$ cat src/rtl/rmh_pkg.sv
// Shared types and constants for the running median block.
// Used by rmh_ctrl, rmh_dp and running_median_two_heaps.
`default_nettype none
package rmh_pkg;

    localparam int DEF_CAPACITY     = 1024;
    localparam int DEF_SAMPLE_WIDTH = 32;
    localparam int COUNT_OUT_W      = 11;

    localparam logic HEAP_LOWER = 1'b0;
    localparam logic HEAP_UPPER = 1'b1;

    typedef enum logic [3:0] {
        ST_IDLE,
        ST_DECIDE,
        ST_PU_CHK,
        ST_PU_CMP,
        ST_RT_CHK,
        ST_RT_L,
        ST_RT_R,
        ST_RT_CMP,
        ST_OUT
    } rmh_state_t;

    typedef struct packed {
        logic load;
        logic push_init;
        logic rt_init;
        logic from_carry;
        logic save_carry;
        logic sel;
        logic rd_parent;
        logic rd_left;
        logic rd_right;
        logic cap_left;
        logic cap_right;
        logic wr_val;
        logic move_up;
        logic move_down;
        logic out_load;
    } rmh_cmd_t;

    typedef struct packed {
        logic is_root;
        logic above_par;
        logic l_in;
        logic r_in;
        logic best_above;
        logic full;
        logic go_lower;
        logic low_gt_up;
        logic up_ge_low;
        logic to_lower2;
        logic out_free;
    } rmh_stat_t;

endpackage
`default_nettype wire

$ cat src/rtl/rmh_ctrl.sv
// Sequencer for heap push and replace-top operations.
// Depends on rmh_pkg; drives rmh_dp through command/status structs.
`default_nettype none
module rmh_ctrl (
    input  wire logic               aclk,
    input  wire logic               aresetn,
    input  wire logic               s_tvalid,
    output logic                    s_tready,
    input  wire rmh_pkg::rmh_stat_t stat,
    output rmh_pkg::rmh_cmd_t       cmd
);
    import rmh_pkg::*;

    rmh_state_t state_reg, state_next;
    logic       pend_reg, pend_next;
    logic       fin;

    always_ff @(posedge aclk) begin
        if (!aresetn) begin
            state_reg <= ST_IDLE;
            pend_reg  <= 1'b0;
        end else begin
            state_reg <= state_next;
            pend_reg  <= pend_next;
        end
    end

    always_comb begin
        state_next = state_reg;
        pend_next  = pend_reg;
        cmd        = '0;
        s_tready   = 1'b0;
        fin        = 1'b0;
        case (state_reg)
            ST_IDLE: begin
                s_tready = 1'b1;
                if (s_tvalid) begin
                    cmd.load   = 1'b1;
                    state_next = ST_DECIDE;
                end
            end
            ST_DECIDE: begin
                if (stat.full) begin
                    state_next = ST_OUT;
                end else if (stat.go_lower) begin
                    cmd.sel = HEAP_LOWER;
                    if (stat.low_gt_up) begin
                        cmd.save_carry = 1'b1;
                        cmd.rt_init    = 1'b1;
                        pend_next      = 1'b1;
                        state_next     = ST_RT_CHK;
                    end else begin
                        cmd.push_init = 1'b1;
                        state_next    = ST_PU_CHK;
                    end
                end else if (stat.up_ge_low) begin
                    if (stat.to_lower2) begin
                        cmd.sel       = HEAP_LOWER;
                        cmd.push_init = 1'b1;
                        state_next    = ST_PU_CHK;
                    end else begin
                        cmd.sel        = HEAP_UPPER;
                        cmd.save_carry = 1'b1;
                        cmd.rt_init    = 1'b1;
                        pend_next      = 1'b1;
                        state_next     = ST_RT_CHK;
                    end
                end else begin
                    cmd.sel       = HEAP_UPPER;
                    cmd.push_init = 1'b1;
                    state_next    = ST_PU_CHK;
                end
            end
            ST_PU_CHK: begin
                if (stat.is_root) begin
                    cmd.wr_val = 1'b1;
                    fin        = 1'b1;
                end else begin
                    cmd.rd_parent = 1'b1;
                    state_next    = ST_PU_CMP;
                end
            end
            ST_PU_CMP: begin
                if (stat.above_par) begin
                    cmd.move_up = 1'b1;
                    state_next  = ST_PU_CHK;
                end else begin
                    cmd.wr_val = 1'b1;
                    fin        = 1'b1;
                end
            end
            ST_RT_CHK: begin
                if (!stat.l_in) begin
                    cmd.wr_val = 1'b1;
                    fin        = 1'b1;
                end else begin
                    cmd.rd_left = 1'b1;
                    state_next  = ST_RT_L;
                end
            end
            ST_RT_L: begin
                cmd.cap_left = 1'b1;
                if (stat.r_in) begin
                    cmd.rd_right = 1'b1;
                    state_next   = ST_RT_R;
                end else begin
                    state_next = ST_RT_CMP;
                end
            end
            ST_RT_R: begin
                cmd.cap_right = 1'b1;
                state_next    = ST_RT_CMP;
            end
            ST_RT_CMP: begin
                if (stat.best_above) begin
                    cmd.move_down = 1'b1;
                    state_next    = ST_RT_CHK;
                end else begin
                    cmd.wr_val = 1'b1;
                    fin        = 1'b1;
                end
            end
            ST_OUT: begin
                if (stat.out_free) begin
                    cmd.out_load = 1'b1;
                    state_next   = ST_IDLE;
                end
            end
            default: begin
                state_next = ST_IDLE;
            end
        endcase

        // second phase of a rebalance: push the displaced top
        if (fin) begin
            if (pend_reg) begin
                cmd.from_carry = 1'b1;
                pend_next      = 1'b0;
                state_next     = ST_PU_CHK;
            end else begin
                state_next = ST_OUT;
            end
        end
    end
endmodule
`default_nettype wire

$ cat config.mk
export PLATFORM = sky130hd
export DESIGN_NAME = rmh_ctrl
export DESIGN_NICKNAME = d
export VERILOG_FILES = /design/src/rtl/rmh_pkg.sv /design/src/rtl/rmh_ctrl.sv
export SDC_FILE = /design/constraint.sdc
export NUM_CORES = 1
export LEC_CHECK = 0
export BUFFER_PORTS_ARGS = -buffer_cell sky130_fd_sc_hd__buf_2
export CAP_MARGIN = 15
export CELL_PAD_IN_SITES_DETAIL_PLACEMENT = 0
export CELL_PAD_IN_SITES_GLOBAL_PLACEMENT = 1
export CORE_ASPECT_RATIO = 0.8
export CORE_MARGIN = 5
export CORE_UTILIZATION = 26
export CTS_CLUSTER_DIAMETER = 40
export DETAILED_ROUTE_END_ITERATION = 10
export GPL_TIMING_DRIVEN = 0
export PLACE_DENSITY_LB_ADDON = 0.1
export SYNTH_ARGS = -nofsm -noshare
export SYNTH_HDL_FRONTEND = slang
export SYNTH_SLANG_ARGS = --single-unit
$ cat constraint.sdc
create_clock -name aclk -period 1.55 [get_ports aclk]
set_clock_uncertainty 0.15 [all_clocks]
set_input_delay 0.0775 -clock aclk [delete_from_list [all_inputs] [get_ports aclk]]
set_output_delay 0.0775 -clock aclk [all_outputs]
set_load 0.02 [all_outputs]
After elaboration in Yosys (flattened, before gate mapping)
Cells that the tools add are included.
{"block": "totals", "reg_bits": 5, "input_bits": 14, "out_inout_bits": 16, "elab_cells": 77}
{"block": "classes", "n_eq_ne": 14, "mux": 59, "n_reduce_logical": 2}
{"operator": "$mux W4", "n": 10}
{"operator": "$mux W1", "n": 37}
{"operator": "$pmux W4 S9", "n": 1}
{"operator": "$ne A3 B3 Y1 const B", "n": 6}
{"operator": "$eq A4 B3 Y1 const B", "n": 4}
{"operator": "$mux W2", "n": 7}
{"operator": "$mux W3", "n": 3}
{"operator": "$eq A4 B2 Y1 const B", "n": 2}
{"operator": "$reduce_and A6 Y1", "n": 1}
{"operator": "$eq A4 B1 Y1 const B", "n": 1}
{"operator": "$eq A4 B4 Y1 const B", "n": 1}
{"operator": "$logic_not A4 Y1", "n": 1}
{"operator": "$pmux W1 S4", "n": 1}

Depth between registers and ports, before layout
{"block": "logic_depth", "word_depth": 7, "ltp_mapped": 5, "mapped_depth_nobuf": 4}

Least setup slack after synthesis
Ideal clock, no wire load.
{"block": "synth_path", "kind": "reg2out", "from": "register state_reg[1]", "to": "output port cmd[9] in the netlist's numbering", "arrival_time_ps": 1569, "required_time_ps": 1322, "slack_ps": -247, "stages_incl_launch_ff": 5, "cell_sequence": "dfxtp_1 > buf_6 > or2_4 > or3_4 > a211oi_1"}
{"item": "start: declaration", "line": "rmh_ctrl.sv:14", "source": "rmh_state_t state_reg, state_next;"}
{"item": "start signal: assignment", "line": "rmh_ctrl.sv:23", "source": "state_reg <= state_next;"}
{"item": "end: declaration", "line": "rmh_ctrl.sv:10", "source": "output rmh_pkg::rmh_cmd_t cmd"}

==> flow_metrics.py <==
metrics = {
    "power": {
        "p_sw_w": 0.000329,
        "p_clk_share_pct": 17.2,
        "p_seq_share_pct": 18.0,
        "power_density_mw_per_mm2": 772,
        "p_comb_share_pct": 64.8,
        "p_int_w": 0.000545,
        "max-vdd-ir-drop_mv": 0.549,
        "p_sw_share_pct": 37.6,
        "power.leakage_nw": 0.515,
    },
    "die": {
        "rows": 14,
        "die_w_um": 61.2,
        "start_util_pct": 28.1,
        "die_area_mm2": 0.00312,
        "die_h_um": 51.0,
        "coreArea_mm2": 0.00194,
        "pin_count": 30,
    },
    "sta": {
        "worst_pin_slew_ns": 0.345,
        "slew-limit-headroom_pct": 77.0,
        "hold_viol": 0,
        "rsz0062_at_grt": "true",
        "drv_slew": 0,
        "fmax_ghz": 0.541,
        "min_period_ns": 1.85,
        "finalWorstSetupSlack_ns": -0.299,
        "whs_ns": 0.00562,
        "setup_violations": 12,
        "finalCritPeriodShare_pct": 119,
    },
    "clock_network": {
        "clk_latency_ns": 0.24,
        "cts.htree.levels": 1,
        "cts_buffer_depth": 2,
        "hold_buffers": 2,
        "clk_pin_slew_ns": 0.05,
        "root_buffer": "clkbuf_4",
        "cts_tree": "built",
        "numClockSinks": 5,
        "cts_made_buffers": 3,
    },
    "global_routing": {
        "grt_pass1_wl_um": 2570,
        "antenna_found_initial": 0,
        "overflow": 0,
        "met1_usage_pct": 15.3,
        "use_met3_pct": 3.78,
        "grt_max_degree": 11,
        "use_met2_pct": 15.8,
        "grtUsageTotal_pct": 10.8,
        "first_global_vias": 578,
        "busiest_layer": "met2",
    },
    "setup_path": {
        "crit_type": "reg -> out",
        "critPathArrivalTime_ns": 1.62,
        "cp_max_fo": 7,
        "required_ns": 1.32,
        "critical_path.endpoint_type": "output port",
        "start_kind": "register",
    },
    "yosys": {
        "synth_nets": 81,
        "synth.distinct_cells": 34,
        "async_flop_share_pct": 0,
        "syn_area_um2": 546,
        "synth_common_cells": "8 x nand2_1, 7 x nor2_1, 5 x dfxtp_1, 5 x nor2b_1, 4 x nand2b_1",
        "netlist.top_cell.by_area": "dfxtp_1",
        "ys_seq_elements": 5,
        "syn_inst": 67,
        "synth-edff-count": 0,
        "yosys_warnings": 0,
        "synth_top_area_share_pct": 18.3,
        "ys_seq_area_share_pct": 18.3,
        "avgSynthCellArea_um2": 8.14,
        "yosysMostFrequentCell": "nand2_1",
        "ys.flop_type": "dfxtp_1",
        "synth_area_leaders": "dfxtp_1 18%, nor2b_1 5.7%, nand2_1 5.5%",
    },
    "status": {
        "status": "finished with violations",
        "violations": "negative setup slack",
    },
    "placement": {
        "portBuffers": 29,
        "dp_slack_ns": -0.177,
        "hpwl_um": 1210,
        "gp_congestion": 0.697,
    },
    "cells_and_area": {
        "fillers": 182,
        "drive_gt1_share_pct": 71.1,
        "syn_to_final_growth_pct": 108,
        "largest_register_ffs": 4,
        "n_antenna_cell": 0,
        "fin_nets": 136,
    },
    "routing": {
        "drt-total-wl_um": 1780,
        "drtIter0Drc": 3,
        "vias": 666,
        "drc_errors": 0,
        "routedWlPerCell_um": 12.2,
        "post_drt_via_cell_ratio": 4.59,
        "firstDrtPassIters": 2,
        "ant_nets": 0,
    },
    "job": {
        "drv_cap": 0,
    },
    "worst_hold_path": {
        "hold_path.class": "in -> reg",
    },
}
logic make-up after synthesis:
logic type                Yosys count  synth area share (%)
and+or+nand+nor                    41                  45.2
buffers and inverters               8                  10.1
AOI/OAI and AO/OA                  12                  24.8
xor gates and xnor gates            1                  1.61
DFF                                 5                  18.3
critical path: stages, from the launching register on:
cell and delay, ns:
dfxtp_2 0.31, buf_6 0.12, nand2b_4 0.14, o32a_4 0.33, a21oi_4 0.19, and2_4 0.17
buf_6 0.11
power by group through the flow:
stage / Clock [W] / Sequential, W / Combinational [W]
2_1_floorplan: 0 / 0.000153 / 0.000238
4_1_cts: 0.000158 / 0.000154 / 0.000433
3_3_place_gp: 0 / 0.000155 / 0.000321
3_5_place_dp: 0 / 0.000155 / 0.000322
6_report: 0.000150 / 0.000157 / 0.000567
5_1_grt: 0.000175 / 0.000159 / 0.000604
cell type report:
| cell class | instances | area [um^2] | share of cell area [%] |
|---|---|---|---|
| tap | 24 | 30.0 | 2.65 |
| timing repair buffer | 51 | 399 | 35.2 |
| sequential | 5 | 105 | 9.28 |
| buffer | 5 | 52.6 | 4.64 |
| multi-input combinational | 54 | 510 | 45.1 |
| clock buffer | 3 | 22.5 | 1.99 |
| clock inverter | 1 | 5.00 | 0.442 |
| inverter | 2 | 7.51 | 0.663 |
per-stage QoR:
stage / instances / TNS (ns) / power, W / instance area, um^2 / utilization [%]
after floorplan: 67 / -0.205 / 0.000391 / 552 / -
after global placement: 120 / -0.725 / 0.000475 / 727 / 37.4
after detailed placement: 120 / -0.782 / 0.000477 / 727 / 37.4
after CTS: 137 / -2.02 / 0.000745 / 947 / 48.7
after global routing: 145 / -3.24 / 0.000938 / 1130 / 58.2
final: 145 / -2.42 / 0.000874 / 1130 / 58.2
path summary, 6_finish.rpt:
kind                              from                   endpoint  slack, ns  cells past startpoint
min                            stat[5]  state_reg[3]$_SDFFE_PN0P_      0.006                      3
max          state_reg[0]$_SDFFE_PN0P_                    cmd[11]      -0.30                      6
max reg2reg  state_reg[0]$_SDFFE_PN0P_  state_reg[1]$_SDFFE_PN0P_      -0.24                      9
min reg2reg        pend_reg$_SDFF_PN0_        pend_reg$_SDFF_PN0_       0.35                      2
cells in the final DEF (no fill, tap or decap), types with 3 or more instances in the layout:
| cell | count |
|---|---|
| dfxtp_1 | 3 |
| buf_4 | 17 |
| nor2_1 | 3 |
| nand2b_1 | 3 |
| nor2b_4 | 3 |
| buf_6 | 19 |
| nor2_4 | 3 |
| clkbuf_4 | 3 |
| buf_2 | 18 |
| nand2_1 | 7 |
repair_timing:
action,CTS,global route
buffers inserted,11,10
hold endpoints to repair,3,1
pin swaps,6,8
endpoints found under the setup margin,11,21
gates resized for setup,25,35
routing by layer:
layer  vias up  part of all wire, %
met5         -                    0
met3         2                  6.0
met1       300                   46
met2        20                   47
met4         0                 0.56
li1        344                    -
Note: power is estimated with default switching activity, not from simulation.
